`src/sv/tsp_pkg.sv`:
```
// Package for the TLV stream parser: parse phase and result kind codes,
// register indexes and the result beat type. No dependencies.
package tsp_pkg;

    // Number of bytes in a record's field id (1 or 2).
    localparam int ID_BYTES = 2;
    localparam int ID_CNT_W = $clog2(ID_BYTES + 1);

    // Field widths of one result beat.
    localparam int FIELD_ID_W  = 16;
    localparam int VALUE_LEN_W = 32;
    localparam int OFFSET_W    = 33;
    localparam int REG_W       = 32;

    // Length group number at which a set continuation bit is an overflow.
    localparam logic [2:0] LEN_LAST_GROUP = 3'd4;

    // APB address width and register indexes (decoded from paddr[2]).
    localparam int APB_ADDR_W = 3;
    localparam logic REG_BASE_OFFSET   = 1'b0;
    localparam logic REG_REGION_LENGTH = 1'b1;

    // Parse phase, one-hot.
    typedef enum logic [4:0] {
        PH_ID   = 5'b00001,
        PH_LEN  = 5'b00010,
        PH_SKIP = 5'b00100,
        PH_END  = 5'b01000,
        PH_ERR  = 5'b10000
    } phase_t;

    // Kind of a result beat.
    typedef enum logic [1:0] {
        RK_HEADER     = 2'd0,
        RK_OVERFLOW   = 2'd1,
        RK_REGION_END = 2'd2
    } result_kind_t;

    // One result beat.
    typedef struct packed {
        result_kind_t             result_kind;
        logic [FIELD_ID_W-1:0]    field_id;
        logic [VALUE_LEN_W-1:0]   value_length;
        logic [OFFSET_W-1:0]      value_offset;
        logic                     region_done;
    } result_t;

endpackage

```
`src/sv/tsp_core.sv`:
```
// Parser core of the TLV stream parser: holds the parse state and turns one
// accepted byte into the next state and at most one result beat.
// Depends on tsp_pkg.
module tsp_core (
    input  logic                         aclk,
    input  logic                         aresetn,
    input  logic                         byte_fire,
    input  logic [7:0]                   data_byte,
    input  logic [tsp_pkg::REG_W-1:0]    base_offset,
    input  logic [tsp_pkg::REG_W-1:0]    region_length,
    output logic                         emit,
    output tsp_pkg::result_t             result
);

    tsp_pkg::phase_t                          phase_reg, phase_next;
    logic [tsp_pkg::ID_CNT_W-1:0]             id_cnt_reg, id_cnt_next;
    logic [tsp_pkg::FIELD_ID_W-1:0]           id_acc_reg, id_acc_next;
    logic [tsp_pkg::VALUE_LEN_W-1:0]          len_acc_reg, len_acc_next;
    logic [2:0]                               len_grp_reg, len_grp_next;
    logic [tsp_pkg::VALUE_LEN_W-1:0]          skip_reg, skip_next;
    logic [tsp_pkg::OFFSET_W-1:0]             pos_reg, pos_next;

    logic                                     in_region;
    logic                                     active;
    logic                                     last;
    logic [tsp_pkg::OFFSET_W-1:0]             pos_inc;
    logic [tsp_pkg::OFFSET_W-1:0]             rl_ext;
    logic [2:0]                               grp_clamp;
    logic [4:0]                               len_shamt;
    logic [tsp_pkg::VALUE_LEN_W-1:0]          len_part;
    logic [tsp_pkg::VALUE_LEN_W-1:0]          len_acc_new;
    logic [tsp_pkg::ID_CNT_W-1:0]             id_cnt_inc;
    logic [tsp_pkg::VALUE_LEN_W-1:0]          skip_dec;

    // Region bookkeeping: a byte counts only below the region's length.
    assign rl_ext    = {1'b0, region_length};
    assign pos_inc   = pos_reg + tsp_pkg::OFFSET_W'(1);
    assign in_region = pos_reg < rl_ext;
    assign last      = pos_inc == rl_ext;
    assign active    = byte_fire && in_region &&
                       (phase_reg == tsp_pkg::PH_ID || phase_reg == tsp_pkg::PH_LEN ||
                        phase_reg == tsp_pkg::PH_SKIP);

    // LEB128 group placement; groups past the fifth stay at the fifth.
    assign grp_clamp   = (len_grp_reg > tsp_pkg::LEN_LAST_GROUP) ?
                         tsp_pkg::LEN_LAST_GROUP : len_grp_reg;
    assign len_shamt   = 5'(grp_clamp) * 5'd7;
    assign len_part    = {25'd0, data_byte[6:0]} << len_shamt;
    assign len_acc_new = len_acc_reg | len_part;

    assign id_cnt_inc = id_cnt_reg + tsp_pkg::ID_CNT_W'(1);
    assign skip_dec   = skip_reg - tsp_pkg::VALUE_LEN_W'(1);

    // Next state and result for one byte.
    always_comb begin
        phase_next   = phase_reg;
        id_cnt_next  = id_cnt_reg;
        id_acc_next  = id_acc_reg;
        len_acc_next = len_acc_reg;
        len_grp_next = len_grp_reg;
        skip_next    = skip_reg;
        pos_next     = pos_reg;
        emit         = 1'b0;
        result.result_kind  = tsp_pkg::RK_REGION_END;
        result.field_id     = '0;
        result.value_length = '0;
        result.value_offset = '0;
        result.region_done  = last;

        if (active) begin
            pos_next = pos_inc;
            unique case (phase_reg)
                tsp_pkg::PH_ID: begin
                    id_acc_next = id_acc_reg |
                                  (tsp_pkg::FIELD_ID_W'(data_byte) << {id_cnt_reg[0], 3'b000});
                    id_cnt_next = id_cnt_inc;
                    if (id_cnt_inc >= tsp_pkg::ID_CNT_W'(tsp_pkg::ID_BYTES)) begin
                        phase_next   = tsp_pkg::PH_LEN;
                        len_acc_next = '0;
                        len_grp_next = '0;
                    end
                end
                tsp_pkg::PH_LEN: begin
                    len_acc_next = len_acc_new;
                    if (!data_byte[7]) begin
                        // Header complete.
                        emit                = 1'b1;
                        result.result_kind  = tsp_pkg::RK_HEADER;
                        result.field_id     = id_acc_reg;
                        result.value_length = len_acc_new;
                        result.value_offset = tsp_pkg::OFFSET_W'(base_offset) + pos_inc;
                        skip_next    = len_acc_new;
                        phase_next   = (len_acc_new != '0) ? tsp_pkg::PH_SKIP : tsp_pkg::PH_ID;
                        id_cnt_next  = '0;
                        id_acc_next  = '0;
                        len_acc_next = '0;
                        len_grp_next = '0;
                    end else if (grp_clamp >= tsp_pkg::LEN_LAST_GROUP) begin
                        // Continuation on the fifth length byte.
                        emit               = 1'b1;
                        result.result_kind = tsp_pkg::RK_OVERFLOW;
                        result.field_id    = id_acc_reg;
                        phase_next         = tsp_pkg::PH_ERR;
                    end else begin
                        len_grp_next = grp_clamp + 3'd1;
                    end
                end
                tsp_pkg::PH_SKIP: begin
                    skip_next = skip_dec;
                    if (skip_dec == '0) begin
                        phase_next = tsp_pkg::PH_ID;
                    end
                end
                default: begin
                    phase_next = phase_reg;
                end
            endcase

            // The region's last byte always yields a beat.
            if (last) begin
                emit = 1'b1;
                if (phase_next != tsp_pkg::PH_ERR) begin
                    phase_next = tsp_pkg::PH_END;
                end
            end
        end
    end

    // State registers.
    always_ff @(posedge aclk) begin
        if (!aresetn) begin
            phase_reg   <= tsp_pkg::PH_ID;
            id_cnt_reg  <= '0;
            id_acc_reg  <= '0;
            len_acc_reg <= '0;
            len_grp_reg <= '0;
            skip_reg    <= '0;
            pos_reg     <= '0;
        end else begin
            phase_reg   <= phase_next;
            id_cnt_reg  <= id_cnt_next;
            id_acc_reg  <= id_acc_next;
            len_acc_reg <= len_acc_next;
            len_grp_reg <= len_grp_next;
            skip_reg    <= skip_next;
            pos_reg     <= pos_next;
        end
    end

endmodule

```
`src/sv/tsp_out_buf.sv`:
```
// Two-entry result buffer of the TLV stream parser: an output register and
// a skid register between the parser core and the result channel.
// Depends on tsp_pkg.
module tsp_out_buf (
    input  logic              aclk,
    input  logic              aresetn,
    input  logic              push,
    input  tsp_pkg::result_t  push_data,
    output logic              space,
    output logic              m_valid,
    input  logic              m_ready,
    output tsp_pkg::result_t  m_data
);

    logic              out_valid_reg, out_valid_next;
    logic              skid_valid_reg, skid_valid_next;
    tsp_pkg::result_t  out_data_reg, out_data_next;
    tsp_pkg::result_t  skid_data_reg, skid_data_next;
    logic              pop;

    assign pop     = out_valid_reg && m_ready;
    assign space   = !skid_valid_reg;
    assign m_valid = out_valid_reg;
    assign m_data  = out_data_reg;

    // Move beats forward; a push never arrives while the skid entry is full.
    always_comb begin
        out_valid_next  = out_valid_reg;
        skid_valid_next = skid_valid_reg;
        out_data_next   = out_data_reg;
        skid_data_next  = skid_data_reg;
        if (pop) begin
            if (skid_valid_reg) begin
                out_data_next   = skid_data_reg;
                skid_valid_next = 1'b0;
            end else if (push) begin
                out_data_next = push_data;
            end else begin
                out_valid_next = 1'b0;
            end
        end else if (push) begin
            if (!out_valid_reg) begin
                out_data_next  = push_data;
                out_valid_next = 1'b1;
            end else begin
                skid_data_next  = push_data;
                skid_valid_next = 1'b1;
            end
        end
    end

    // Valid flags reset; payload registers do not.
    always_ff @(posedge aclk) begin
        if (!aresetn) begin
            out_valid_reg  <= 1'b0;
            skid_valid_reg <= 1'b0;
        end else begin
            out_valid_reg  <= out_valid_next;
            skid_valid_reg <= skid_valid_next;
        end
    end

    always_ff @(posedge aclk) begin
        out_data_reg  <= out_data_next;
        skid_data_reg <= skid_data_next;
    end

endmodule

```
`src/sv/tlv_stream_parser.sv`:
```
// Top level of the TLV stream parser: APB registers, parser core and the
// result buffer. Depends on tsp_pkg, tsp_core and tsp_out_buf.
//
// The parser takes one region byte per beat, one beat per clock, and reports
// each record header (field id, LEB128 length and absolute value offset), a
// length overflow once, and the end of the region. A byte's result is registered
// into the output register, or into the skid register while the output register
// holds an untaken beat. Input is stalled only when both entries of the two-entry
// result buffer are held, so throughput is one byte per clock as long as the
// result side takes a beat whenever one is offered; a stalled result side stops
// input after two pending results. Registers: base_offset at byte address 0,
// region_length at 4. Write them only while the parser is idle.
module tlv_stream_parser (
    input  logic                              aclk,
    input  logic                              aresetn,
    // APB configuration port
    input  logic                              psel,
    input  logic                              penable,
    input  logic                              pwrite,
    input  logic [tsp_pkg::APB_ADDR_W-1:0]    paddr,
    input  logic [31:0]                       pwdata,
    output logic [31:0]                       prdata,
    output logic                              pready,
    // Byte input channel
    input  logic                              s_valid,
    output logic                              s_ready,
    input  logic [7:0]                        s_data_byte,
    // Result channel
    output logic                              m_valid,
    input  logic                              m_ready,
    output logic [1:0]                        m_result_kind,
    output logic [15:0]                       m_field_id,
    output logic [31:0]                       m_value_length,
    output logic [32:0]                       m_value_offset,
    output logic                              m_region_done
);

    logic [tsp_pkg::REG_W-1:0]  base_offset_reg;
    logic [tsp_pkg::REG_W-1:0]  region_length_reg;
    logic                       cfg_write;
    logic                       byte_fire;
    logic                       core_emit;
    logic                       buf_space;
    tsp_pkg::result_t           core_result;
    tsp_pkg::result_t           out_result;

    // Register file.
    assign pready    = 1'b1;
    assign cfg_write = psel && penable && pwrite && pready;

    always_ff @(posedge aclk) begin
        if (!aresetn) begin
            base_offset_reg   <= '0;
            region_length_reg <= '0;
        end else if (cfg_write) begin
            unique case (paddr[2])
                tsp_pkg::REG_BASE_OFFSET:   base_offset_reg   <= pwdata;
                tsp_pkg::REG_REGION_LENGTH: region_length_reg <= pwdata;
                default: base_offset_reg <= base_offset_reg;
            endcase
        end
    end

    always_comb begin
        unique case (paddr[2])
            tsp_pkg::REG_BASE_OFFSET:   prdata = base_offset_reg;
            tsp_pkg::REG_REGION_LENGTH: prdata = region_length_reg;
            default:                    prdata = '0;
        endcase
    end

    // Byte channel handshake.
    assign s_ready   = buf_space;
    assign byte_fire = s_valid && s_ready;

    tsp_core u_core (
        .aclk          (aclk),
        .aresetn       (aresetn),
        .byte_fire     (byte_fire),
        .data_byte     (s_data_byte),
        .base_offset   (base_offset_reg),
        .region_length (region_length_reg),
        .emit          (core_emit),
        .result        (core_result)
    );

    tsp_out_buf u_out_buf (
        .aclk      (aclk),
        .aresetn   (aresetn),
        .push      (core_emit),
        .push_data (core_result),
        .space     (buf_space),
        .m_valid   (m_valid),
        .m_ready   (m_ready),
        .m_data    (out_result)
    );

    // Result fields.
    assign m_result_kind  = out_result.result_kind;
    assign m_field_id     = out_result.field_id;
    assign m_value_length = out_result.value_length;
    assign m_value_offset = out_result.value_offset;
    assign m_region_done  = out_result.region_done;

endmodule

```
`config.mk`:
```
export PLATFORM = sky130hd
export DESIGN_NAME = tlv_stream_parser
export DESIGN_NICKNAME = d
export VERILOG_FILES = /design/src/sv/tsp_pkg.sv /design/src/sv/tsp_core.sv /design/src/sv/tsp_out_buf.sv /design/src/sv/tlv_stream_parser.sv
export SDC_FILE = /design/constraint.sdc
export NUM_CORES = 1
export LEC_CHECK = 0
export BUFFER_PORTS_ARGS = -buffer_cell sky130_fd_sc_hd__clkbuf_2
export CAP_MARGIN = 20
export CORE_ASPECT_RATIO = 0.75
export CORE_MARGIN = 4
export CORE_UTILIZATION = 61
export CTS_CLUSTER_SIZE = 10
export DETAILED_ROUTE_END_ITERATION = 10
export GPL_TIMING_DRIVEN = 0
export PLACE_DENSITY = 0.81
export REMOVE_ABC_BUFFERS = 1
export SETUP_SLACK_MARGIN = 0.02
export SLEW_MARGIN = 20
export SYNTH_ARGS = -nofsm -noshare
export SYNTH_HDL_FRONTEND = slang
export SYNTH_HIERARCHICAL = 1
export SYNTH_SLANG_ARGS = --single-unit
```
`constraint.sdc`:
```
create_clock -name aclk -period 11 [get_ports aclk]
set_input_delay 2.2 -clock aclk [delete_from_list [all_inputs] [get_ports aclk]]
set_output_delay 2.2 -clock aclk [all_outputs]
set_load 0.02 [all_outputs]
```
* Word level (Yosys, flattened, before mapping) *
Cells that the tools add are included.

operators by class
  $add $sub $neg = 5
  multiply operators = 1
  order comparisons = 4
  equal/unequal tests = 11
  shift-type cells = 2
  muxes and demuxes = 43
  bitwise logic cells = 5
  reductions and logical operators = 26

operator list
  cell                                                 count
  two-way mux 84 bit                                   5
  one-hot mux 32 bit (2 select lines)                  3
  two-way mux 83 bit                                   2
  two-way mux 32 bit                                   3
  two-way mux 65 bit                                   1
  two-way mux 18 bit                                   2
  two-way mux 5 bit                                    7
  adder 32 x 33 -> 33 bit                              1
  adder 33 x 1 -> 33 bit (second input constant)       1
  equality test 33 x 32 -> 1 bit                       1
  less-than comparator 33 x 32 -> 1 bit                1
  zero test 32 bit                                     1
  OR 32 bit                                            1
  one-hot mux 16 bit (2 select lines)                  1
  nonzero test 32 bit                                  1
  << shifter 7 x 5 -> 32 bit                           1
  subtractor 32 x 1 -> 32 bit (second input constant)  1
  AND reduction 3 bit                                  6
  two-way mux 16 bit                                   1
  OR 16 bit                                            1
  << shifter 8 x 4 -> 16 bit                           1
  two-way mux 3 bit                                    5
  one-hot mux 5 bit (3 select lines)                   1
  inequality test 2 bit (second input constant)        5
  23 further kinds                                     44

storage, ports and cells
  register bits = 357
  input port bits = 50
  output and inout bits = 119
  word-level logic and storage cells = 118

* Depth between registers and ports, before layout *
Gate-level depths: netlist of run 1.

  word-level depth = 13
  gate-level depth with buffers = 20
  depth with buffers taken out = 17

* Modules after synthesis *
The synthesis of run 1 kept the hierarchy.

by module, submodules not included
  module             instances  cells an instance  area an instance (um^2)  seq. area each (um^2)
  tsp_core           1          1,508              10,887.9                 2,462.4
  tsp_out_buf        1          275                6,404.9                  5,084.9
  tlv_stream_parser  1          283                2,816.5                  1,281.2

* Least setup slack after synthesis of run 1 *
OpenSTA, ideal clock, no wires.

  path kind = input-to-reg
  start point = input port s_valid
  end point = register u_out_buf.out_data_reg, in the netlist u_out_buf/m_data[0] (enable)
  library setup time = 0.554 ns
  data arrival time = 7.907 ns
  required time = 10.446 ns
  setup slack = 2.538 ns
  cell stages on the path = 12
  cell sequence = and2_1 -> nand2_1 -> a211oi_1 -> and2_1 -> clkbuf_1 -> and3_1 -> clkbuf_1 -> clkbuf_1 -> inv_1 -> o21ai_0 -> a21oi_1 -> a21oi_1

between the ends
  word-level cells in the longest chain between the ends = 6
  elaborated cells on any way between the ends = 7
  those cells by class = 1 x mux; 6 x reduce/logical

ends and longest elaborated chain
  element                            RTL line                 text
  from (decl)                        tlv_stream_parser.sv:25  input logic s_valid,
  logical AND 1 bit *                tlv_stream_parser.sv:74  assign byte_fire = s_valid && s_ready;
  logical AND 1 bit * (2 in series)  tsp_core.sv:40           assign active = byte_fire && in_region &&
  two-way mux 1 bit *                tsp_core.sv:70           if (active) begin
  via core_emit                      tlv_stream_parser.sv:42  logic core_emit;
  nonzero test 2 bit (no line)       --
  AND reduction 3 bit (no line) *    --
  to (signal assigned)               tsp_out_buf.sv:64        out_data_reg <= out_data_next;
  to (decl)                          tsp_out_buf.sv:17        tsp_pkg::result_t out_data_reg, out_data_next;

The timed path passes the listed nets; every way through them passes the cells marked *.
A chain may end at the register's enable or synchronous reset.

* Worst setup path in the final report of run 1 *
  start point = register region_length_reg[6] in the netlist's numbering
  end point = register u_out_buf.out_data_reg, in the netlist u_out_buf/m_data[44] (enable)

between the ends
  word-level cells in the longest chain between the ends = 6
  elaborated cells on any way between the ends = 9
  those cells by class = 1 x order compare; 1 x eq/ne; 2 x mux; 5 x reduce/logical

ends and longest elaborated chain
  element                                RTL line                 text
  from (decl)                            tlv_stream_parser.sv:39  logic [tsp_pkg::REG_W-1:0] region_length_reg;
  from (signal assigned)                 tlv_stream_parser.sv:58  tsp_pkg::REG_REGION_LENGTH: region_length_reg <= pwdata;
  less-than comparator 33 x 32 -> 1 bit  tsp_core.sv:38           assign in_region = pos_reg < rl_ext;
  logical AND 1 bit (2 in series)        tsp_core.sv:40
  two-way mux 1 bit *                    tsp_core.sv:70
  via core_emit                          tlv_stream_parser.sv:42
  nonzero test 2 bit (no line)           --
  AND reduction 3 bit (no line) *        --

Marked as above.

==> reports/metrics.csv, run 1 <==
stage;metric;value;unit
sta;post-route clock skew;0.02232;ns
floorplanning;number of primary I/O pins;169;
floorplanning;die area;35970;µm²
yosys;Seq cells post-synth;357;
min_path;worst hold path class;reg -> reg;
yosys;average instance area after synthesis;9.733;µm²
yosys;number of enable flip-flop cells after synthesis;168;
yosys;proportion of register bits with asynchronous set or reset after synthesis;0;%
cells_and_area;area overhead of the layout relative to synthesis;12.42;%
sta;transition at the pin with the smallest max-transition slack;1.181;ns
drt;aggregate routed wire length;56320;µm
floorplanning;placement row count;57;
power_and_ir_drop;Sequential Power Share;47.5;%
critical_path;crit path capture type;register;
power_and_ir_drop;leakage power;9.239;nW
yosys;cell type with the largest total area after synthesis;edfxtp_1;
power_and_ir_drop;VDD IR max;0.1419;mV
cells_and_area;footprint of the multi-input gates;10540;µm²
global_routing;first-pass GRT wire length;87690;µm
critical_path;sum of buffers and inverters on the critical path;5;
cts;insertion delay to the later sink of the worst-skew pair;0.55;ns
sta;total setup violations reported at the end of the flow;0;
cells_and_area;nets@finish;2290;
sta;number of max-slew violations in the final report;0;
cells_and_area;area of all placed cells without fillers;22610;µm²
sta;final count of hold timing violations;0;
critical_path;worst setup path category;reg -> reg;
cts;Clock Path Buffers;3;
cells_and_area;antenna diode count;0;
power_and_ir_drop;Pwr Density;133.5;nW/µm²
cts;number of levels the H-tree was split into;2;
floorplanning;x dimension of the die;217.7;µm
critical_path;delay of the slowest critical-path stage;0.65;ns
cells_and_area;share of layout cells above drive strength 1;17.99;%
yosys;cell area after synthesis;20110;µm²
critical_path;data arrival time of the critical path;6.17;ns
drt;Pre-Repair DR Iteration Count;6;
floorplanning;area of the core;32450;µm²
critical_path;Crit path max-delay family;compound AO/OA/AOI/OAI gates;
sta;Period Utilization, post-route;53.79;%
cells_and_area;combined flip-flop and latch cell area;8828;µm²
sta;slew margin rel.;21.26;%
power_and_ir_drop;clock network power share;42.4;%
yosys;top-count cell post-synth;nor2_1;
placement;global placement routability congestion;0.9520;
yosys;fraction of the yosys area taken by sequential cells;43.90;%
sta;final critical delay including setup and external delays;5.917;ns
global_routing;grt total ovfl;0;
yosys;biggest area contributors in the synthesized netlist;edfxtp_1, dfxtp_1, nor2_1;
sta;fmax;169.0;MHz
drt;via count;16400;
drt;wire length per cell after detailed routing;21.31;µm
critical_path;Slowest-stage cell, CP;a21oi_4;
power_and_ir_drop;Final Power;3.019;mW
floorplanning;y dimension of the die;165.2;µm
cts;cells resized by post-CTS repair;0;
critical_path;ordered cell list for the critical path;inv_1 > ha_1 > a211o_1 > nor2_1 > a211oi_1 > o31ai_1 > a31oi_1 > o21ai_0 > and2_2 > buf_12 > and3_1 > inv_1 > o21ai_0 > a21oi_1 > a21oi_4 > buf_16 > buf_16;
sta;Fin Hold WS;0.4599;ns
cts;# Post-CTS Setup Buffers;0;
global_routing;combined global-route utilization of all metal layers;30.64;%
cts;clock tree root buffer cell;clkbuf_16;
power_and_ir_drop;switching power summed over all nets;763.9;µW
drt;ratio of routed vias to standard cells;6.204;
cts;number of buffers inserted during clock tree synthesis;42;
global_routing;antenna violations before repair;1;
sta;RSZ-0062 raised after global routing;no;
cells_and_area;Finished Core Util;69.67;%
yosys;flip-flop cell with the highest count after synthesis;dfxtp_1;
yosys;Post-Synthesis Cells;2066;
cells_and_area;Filler cells;2499;
power_and_ir_drop;net switching share of the total power;25.31;%
global_routing;vias in the first global route;15700;
power_and_ir_drop;Comb pwr share;10.1;%
critical_path;worst endpoint required time;11.25;ns
cts;clock-pin transition on the worst setup and hold timing paths;0.05;ns
yosys;yosys warns;6;
floorplanning;Initial Utilization;61.97;%
placement;placed inst area;21360;µm²
drt;First DRT Iteration DRCs;1638;
critical_path;critical path peak fanout;27;
yosys;Distinct cells, synth;91;
placement;number of port buffers;165;
cts;total clock sinks;357;
cts;quantity of hold-fixing buffers added after cts;0;
sta;final-layout setup total negative slack;0;ns
drt;DRT antenna net count;0;
drt;DR DRC count;0;
run;number of maximum-capacitance constraint violations;0;
critical_path;kind of launch point of the worst setup path;register;
global_routing;maximum number of pins on one net before global-route repair;95;
placement;placed wire-length estimate after detailed placement;40980;µm
outcome;outcome;finished clean;
power_and_ir_drop;cell-internal power;2.255;mW
yosys;most common library cells after synthesis;nor2_1, nand2_1, dfxtp_1;
cts;TritonCTS clock tree;yes;
yosys;proportion of netlist area held by the largest area contributor;25.09;%
## cells in the final DEF (no fill, tap or decap), types with 69 or more instances in the layout
| cell type | instances |
|---|---|
| mux2i_1 | 71 |
| nand2_1 | 197 |
| nor2_1 | 240 |
| clkbuf_2 | 164 |
| edfxtp_1 | 168 |
| dfxtp_1 | 189 |
| xnor2_1 | 70 |
| a21oi_1 | 134 |
| o21ai_0 | 74 |
| ha_1 | 69 |
## per-stage QoR
step           worst slack (ns)  instances
6_report                  5.083       2643
5_1_grt                   4.751       2643
4_1_cts                   4.995       2642
3_5_place_dp              4.556       2566
3_3_place_gp             -1.771       2548
2_1_floorplan             2.004       1941
## path summary, 6_finish.rpt
kind	to	depth (start not counted)	from	slack (ns)
hold / removal	u_core/id_acc_reg[8]$_SDFFE_PN0P_	2	u_core/id_acc_reg[8]$_SDFFE_PN0P_	0.46
setup / recovery	u_out_buf/m_data[44]$_DFFE_PP_	17	region_length_reg[6]$_SDFFE_PN0P_	5.08
setup reg to reg	u_out_buf/m_data[44]$_DFFE_PP_	17	region_length_reg[6]$_SDFFE_PN0P_	5.08
hold reg to reg	u_core/id_acc_reg[8]$_SDFFE_PN0P_	2	u_core/id_acc_reg[8]$_SDFFE_PN0P_	0.46
## routing by layer
metal,routed length [µm],GRT usage [%],vias up,part of all wire [%]
met5,7,0,-,0.012
met4,1280,7.975,2,2.3
met3,4892,6.439,91,8.7
met2,24310,46.31,692,43
met1,25830,45.06,7950,46
li1,-,-,7662,-
## worst min-delay path, cell delays in order, from the launching register on
cell,delay [ns]
dfxtp_1,0.32
a31oi_1,0.04
nor2_1,0.07
## layout make-up
| class | instances | share of cell area (%) |
|---|---|---|
| flip-flops and latches | 357 | 39.05 |
| multi-input cells | 1528 | 46.61 |
| clock buffers | 74 | 5.413 |
| repair buffers | 184 | 5.468 |
| inverters | 56 | 0.9464 |
| clock inverters | 2 | 0.06088 |
| well taps | 442 | 2.446 |
## power groups by stage
| stage | combinational, mW | sequential, mW | clock, mW |
|---|---|---|---|
| 2_1_floorplan | 0.161 | 1.47 | 0 |
| 3_3_place_gp | 0.267 | 1.47 | 0 |
| 3_5_place_dp | 0.295 | 1.46 | 0 |
| 4_1_cts | 0.297 | 1.43 | 1.30 |
| 5_1_grt | 0.327 | 1.44 | 1.36 |
| 6_report | 0.305 | 1.44 | 1.28 |
## cells by family after synthesis
| family | Yosys count | share of synthesized area, % |
|---|---|---|
| and+or+nand+nor | 742 | 17.94 |
| AOI/OAI and AO/OA | 400 | 12.66 |
| DFF | 357 | 43.90 |
| muxes | 188 | 11.21 |
| buffers and inverters | 181 | 4.162 |
| xor gates and xnor gates | 126 | 5.625 |
| adders and majority gates | 71 | 4.492 |
| other | 1 | 0.01865 |
(Power assumes the default switching activity.)
==> run 2, diff against run 1 <==
clock period = 5.77 ns   (was 11 ns; I/O delays follow)
==> run 2 against run 1 <==
  * Worst hold slack improved by 0.0016 ns
  * Die area unchanged
  * Utilization is 0.15 points higher
  * Count of clock-buffer cells in the layout stayed put
  * Critical path depth shrank 2
  * Largest power group unchanged
  * Worst setup slack got worse by 4.7 ns
  * Maximum frequency is 9.2% higher
  * Clock skew about the same
==> reports/metrics.csv, run 2 (synthesis gave the netlist of run 1 again) <==
stage;metric;value;unit
critical_path;Setup crit start;region_length_reg[6]$_SDFFE_PN0P_;
cells_and_area;area overhead of the layout relative to synthesis;12.67;%
cts;total clock sinks;357;
sta;transition at the pin with the smallest max-transition slack;1.052;ns
global_routing;first-pass GRT wire length;87790;µm
cells_and_area;Filler cells;2494;
floorplanning;Initial Utilization;61.97;%
cells_and_area;most frequent cells in the layout;nor2_1, nand2_1, dfxtp_1;
critical_path;delay of the slowest critical-path stage;0.62;ns
min_path;hold path start;u_core/id_acc_reg[11]$_SDFFE_PN0P_;
cts;clock-pin transition on the worst setup and hold timing paths;0.05;ns
min_path;worst hold path class;reg -> reg;
power_and_ir_drop;VDD IR max;0.2707;mV
critical_path;data arrival time of the critical path;5.63;ns
placement;placed wire-length estimate after detailed placement;40980;µm
cells_and_area;most common cell after layout, fill and taps aside;nor2_1;
sta;final count of hold timing violations;0;
critical_path;worst endpoint required time;5.99;ns
floorplanning;number of primary I/O pins;169;
global_routing;grt total ovfl;0;
cts;clock tree root buffer cell;clkbuf_16;
sta;slew margin rel.;29.86;%
power_and_ir_drop;leakage power;9.266;nW
placement;number of port buffers;165;
global_routing;vias in the first global route;15720;
power_and_ir_drop;Pwr Density;254.1;nW/µm²
critical_path;kind of launch point of the worst setup path;register;
sta;post-route clock skew;0.02259;ns
floorplanning;y dimension of the die;165.2;µm
outcome;outcome;finished clean;
sta;fmax;184.6;MHz
placement;pre-CTS worst setup slack;-0.1867;ns
drt;First DRT Iteration DRCs;1579;
sta;number of max-slew violations in the final report;0;
global_routing;met1 layer usage reported by global route;45.08;%
sta;final critical delay including setup and external delays;5.418;ns
cells_and_area;footprint of the multi-input gates;10550;µm²
drt;Pre-Repair DR Iteration Count;5;
floorplanning;die area;35970;µm²
cells_and_area;combined flip-flop and latch cell area;8828;µm²
sta;RSZ-0062 raised after global routing;no;
critical_path;worst setup slack for register-to-register paths;0.35;ns
critical_path;Slowest-stage cell, CP;and3_4;
sta;Period Utilization, post-route;93.90;%
sta;Worst Slack Setup Final;0.3518;ns
cts;quantity of hold-fixing buffers added after cts;0;
cells_and_area;nets@finish;2294;
critical_path;ordered cell list for the critical path;inv_1 > ha_1 > a211o_1 > nor2_1 > a211oi_1 > o31ai_1 > a31oi_1 > o21ai_0 > and2_4 > buf_12 > and3_1 > inv_1 > o21ai_0 > and3_4 > buf_12;
floorplanning;x dimension of the die;217.7;µm
global_routing;combined global-route utilization of all metal layers;30.67;%
cts;TritonCTS clock tree;yes;
global_routing;met3 global-route usage;6.402;%
cts;Clock Path Buffers;3;
sta;total setup violations reported at the end of the flow;0;
drt;DRT antenna net count;0;
drt;DR DRC count;0;
run;number of maximum-capacitance constraint violations;0;
drt;wire length per cell after detailed routing;21.27;µm
cts;number of buffers inserted during clock tree synthesis;42;
critical_path;worst setup path category;reg -> reg;
power_and_ir_drop;Final Power;5.757;mW
cells_and_area;share of layout cells above drive strength 1;18.19;%
drt;ratio of routed vias to standard cells;6.211;
drt;via count;16440;
drt;aggregate routed wire length;56300;µm
cts;insertion delay to the later sink of the worst-skew pair;0.55;ns
floorplanning;placement row count;57;
global_routing;highest-utilization routing layer at the global route stage;met2;
placement;global placement routability congestion;0.9520;
critical_path;reg2reg start;region_length_reg[6]$_SDFFE_PN0P_;
cts;number of levels the H-tree was split into;2;
global_routing;antenna violations before repair;1;
floorplanning;area of the core;32450;µm²
cells_and_area;antenna diode count;0;
critical_path;crit path capture type;register;
global_routing;maximum number of pins on one net before global-route repair;95;
global_routing;global-route met2 utilization;46.47;%
critical_path;critical path peak fanout;37;
run 2: path summary, 6_finish.rpt:
path,end,cells after the start
setup reg to reg,u_out_buf/skid_data_reg[35]$_DFFE_PP_,15
setup / recovery,u_out_buf/skid_data_reg[35]$_DFFE_PP_,15
hold reg to reg,u_core/id_acc_reg[11]$_SDFFE_PN0P_,2
hold / removal,u_core/id_acc_reg[11]$_SDFFE_PN0P_,2
run 2: area by class of cell:
cell class | instances | area share (%)
Inverter | 56 | 0.9443
Tap cell | 442 | 2.441
Timing Repair Buffer | 188 | 5.644
Clock buffer | 74 | 5.401
Sequential cell | 357 | 38.97
Clock inverter | 2 | 0.06075
Multi-Input combinational cell | 1528 | 46.54
run 2: routing by layer:
layer	part of all wire (%)	up-vias
li1	-	7677
met4	2.3	2
met2	43	671
met5	0.012	-
met1	46	7998
met3	8.5	92
run 2: metrics by stage:
step	area, µm²	hold WS, ns	std cells	utilization, %	TNS (ns)
after global placement	20860	0.4379	2548	64.29	-1119.55
after global routing	22660	0.4877	2647	69.82	0
after floorplan	19480	0.4285	1941	-	-189.55
final	22660	0.4615	2647	69.82	0
after detailed placement	21360	0.4496	2566	65.82	-7.071
after CTS	22640	0.4622	2646	69.78	0
run 2: critical path: cells and delay by family (launching register included):
kind                       cells  cell delay, ns
DFF                            1            0.45
adders and majority gates      1            0.31
and+or+nand+nor                4            1.69
AOI/OAI and AO/OA              6            1.82
buffers and inverters          4            0.77
run 2: what timing repair did:
| action | CTS | global route |
|---|---|---|
| endpoints found under the setup margin | 68 | 131 |
| resized for setup | 1 | 2 |
| buffers inserted | 4 | 0 |
| cloned | 0 | 0 |
| pin swaps | 0 | 0 |
run 2: power breakdown:
group	internal (mW)	switching [mW]
combinational	0.186	0.400
sequential	2.69	0.0461
clock	1.43	1.01
total	4.30	1.45
==> run 3, diff against run 2 <==
--- a/config.mk
+++ b/config.mk
@@ -16,3 +16,2 @@
 export PLACE_DENSITY = 0.81
-export REMOVE_ABC_BUFFERS = 1
 export SETUP_SLACK_MARGIN = 0.02
==> constraint.sdc (replaced) <==
create_clock -name aclk -period 5.77 [get_ports aclk]
set_input_delay 0.2885 -clock aclk [delete_from_list [all_inputs] [get_ports aclk]]
set_output_delay 0.2885 -clock aclk [all_outputs]
set_load 0.02 [all_outputs]
==> run 3 against run 2 <==
  * Sequential power barely moved
  * Sequential share of layout area fell by 0.98 points
  * Non-clock buffer count up 135
  * Via count is 9.1% higher
  * First-iteration DRC count increased by 75%
  * Utilization up 1.8 points
  * Clock skew is 0.0092 ns higher
  * Wire length is 21% higher
  * Highest routed layer is now met4
  * Cell count up 5.0%
  * Maximum frequency shrank 4.1%
  * Largest power group unchanged
  * Worst hold slack worse by 0.45 ns
==> reports/metrics.csv, run 3 (synthesis gave the netlist of run 1 again) <==
stage;metric;value;unit
drt;wire length per cell after detailed routing;24.50;µm
yosys;syn nets;2187;
cells_and_area;nets@finish;2430;
min_path;Hold Crit Endpoint;region_length_reg[0]$_SDFFE_PN0P_;
drt;Pre-Repair DR Iteration Count;6;
cts;number of levels the H-tree was split into;2;
critical_path;crit path capture type;register;
sta;post-route clock skew;0.03176;ns
critical_path;capturing point of the worst reg2reg path;u_out_buf/skid_data_reg[18]$_DFFE_PP_;
cells_and_area;area overhead of the layout relative to synthesis;15.59;%
run;number of maximum-capacitance constraint violations;0;
critical_path;worst endpoint required time;6.02;ns
power_and_ir_drop;VDD IR max;0.2144;mV
min_path;hold path start;pwdata[0];
drt;DR DRC count;0;
sta;fmax;177.0;MHz
power_and_ir_drop;Final Power;5.965;mW
cells_and_area;combined flip-flop and latch cell area;8828;µm²
drt;First DRT Iteration DRCs;2758;
floorplanning;area of the core;32450;µm²
global_routing;grt total ovfl;0;
floorplanning;y dimension of the die;165.2;µm
drt;via count;17930;
drt;DRT antenna net count;0;
critical_path;worst setup slack for register-to-register paths;0.12;ns
sta;slew margin rel.;18.65;%
sta;RSZ-0062 raised after global routing;yes;
power_and_ir_drop;Pwr Density;256.6;nW/µm²
critical_path;kind of launch point of the worst setup path;register;
sta;number of max-slew violations in the final report;0;
cells_and_area;share of layout cells above drive strength 1;18.09;%
critical_path;worst setup path category;reg -> reg;
global_routing;antenna violations before repair;0;
critical_path;data arrival time of the critical path;5.90;ns
cells_and_area;antenna diode count;0;
critical_path;reg2reg start;region_length_reg[6]$_SDFFE_PN0P_;
placement;number of port buffers;161;
cells_and_area;footprint of the multi-input gates;10510;µm²
floorplanning;die area;35970;µm²
outcome;outcome;finished clean;
sta;final count of hold timing violations;0;
cts;TritonCTS clock tree;yes;
floorplanning;x dimension of the die;217.7;µm
global_routing;first-pass GRT wire length;100600;µm
floorplanning;placement row count;57;
sta;total setup violations reported at the end of the flow;0;
min_path;depth of the worst hold-timing path;3;
cts;clock-pin transition on the worst setup and hold timing paths;0.05;ns
min_path;worst hold path class;in -> reg;
critical_path;cell count of the worst reg-to-reg path;17;
cells_and_area;Filler cells;2426;
cells_and_area;most frequent cells in the layout;nor2_1, nand2_1, dfxtp_1;
global_routing;maximum number of pins on one net before global-route repair;55;
sta;final critical delay including setup and external delays;5.650;ns
sta;transition at the pin with the smallest max-transition slack;1.213;ns
power_and_ir_drop;leakage power;9.546;nW
sta;Period Utilization, post-route;97.92;%
drt;aggregate routed wire length;68120;µm
placement;placed wire-length estimate after detailed placement;50780;µm
floorplanning;number of primary I/O pins;169;
cts;Clock Path Buffers;3;
global_routing;vias in the first global route;16490;
drt;ratio of routed vias to standard cells;6.451;
cts;insertion delay to the later sink of the worst-skew pair;0.58;ns
floorplanning;Initial Utilization;61.97;%
critical_path;critical path peak fanout;54;
cts;clock tree root buffer cell;clkbuf_16;
cts;total clock sinks;357;
cells_and_area;most common cell after layout, fill and taps aside;nor2_1;
cts;number of buffers inserted during clock tree synthesis;42;
placement;cell total after placement;2676;
placement;global placement routability congestion;1.055;
cells_and_area;non-filler instance count after layout;2780;
global_routing;combined global-route utilization of all metal layers;36.65;%
run 3: power by group:
group          switching [mW]  internal, mW  total, mW
registers              0.0441          2.69       2.73
logic                   0.481         0.190      0.671
clock network            1.08          1.48       2.56
total                    1.61          4.36       5.96
run 3: timing repair:
| action | 4_1_cts | 5_1_grt |
|---|---|---|
| endpoints found under the setup margin | 0 | 133 |
| hold buffers | 25 | 0 |
| hold endpoints to repair | 46 | 0 |
| buffers inserted | 0 | 4 |
| resized for setup | 0 | 6 |
run 3: critical path, cell delays in order, from the launching register on:
cell      delay [ns]
dfxtp_1         0.44
inv_1           0.07
ha_1            0.31
a211o_1         0.27
nor2_1          0.09
a211oi_1        0.09
o31ai_1         0.35
a31oi_1         0.22
o21ai_0         0.58
and2_1          0.22
clkbuf_1        0.36
and3_1          0.29
clkbuf_1        0.29
clkbuf_1        0.35
inv_1           0.16
o21ai_0         0.30
and3_4          0.58
buf_16          0.31
run 3: final cells by class:
class,instances,area share [%]
clock buffer,68,4.985
buffer,125,2.697
inverter,56,0.9097
timing repair buffer,198,5.243
sequential,357,37.98
multi-input combinational,1529,45.20
tap,442,2.379
clock inverter,5,0.6029
run 3: metrics by stage:
stage               setup WS [ns]  utilization, %  setup TNS (ns)  instance area [µm²]  hold slack, ns
global placement           -1.885           66.19         -235.77                21480          0.4419
finish                     0.1202           71.63               0                23240         0.01350
floorplan                  0.2974               -               0                20120          0.4023
CTS                       0.03699           71.40               0                23170       0.0008336
global route              0.01258           71.63               0                23240         0.01961
detailed placement        0.06598           66.63               0                21620          0.4497
run 3: worst max-delay path by stage:
stage / from / end / slack (ns) / cells past startpoint
2_1_floorplan: u_core/pos_reg[0]$_SDFFE_PN0P_ / u_out_buf/skid_data_reg[0]$_DFFE_PP_ / 0.30 / 13
3_3_place_gp: u_core/pos_reg[13]$_SDFFE_PN0P_ / u_out_buf/skid_data_reg[12]$_DFFE_PP_ / -1.88 / 11
3_5_place_dp: region_length_reg[6]$_SDFFE_PN0P_ / u_out_buf/m_data[16]$_DFFE_PP_ / 0.07 / 19
4_1_cts: u_core/len_grp_reg[2]$_SDFFE_PN0P_ / u_core/phase_reg[3]$_SDFFE_PN0P_ / 0.04 / 18
5_1_grt: u_core/len_grp_reg[1]$_SDFFE_PN0P_ / u_core/phase_reg[3]$_SDFFE_PN0P_ / 0.01 / 19
6_report: region_length_reg[6]$_SDFFE_PN0P_ / u_out_buf/skid_data_reg[18]$_DFFE_PP_ / 0.12 / 17
run 3: metal layers:
layer	vias up	track usage, %	routed length, µm
met5	-	0	0
met4	0	9.361	1776
met3	131	13.10	9498
li1	7954	-	-
met2	1151	50.78	27270
met1	8697	54.34	29570
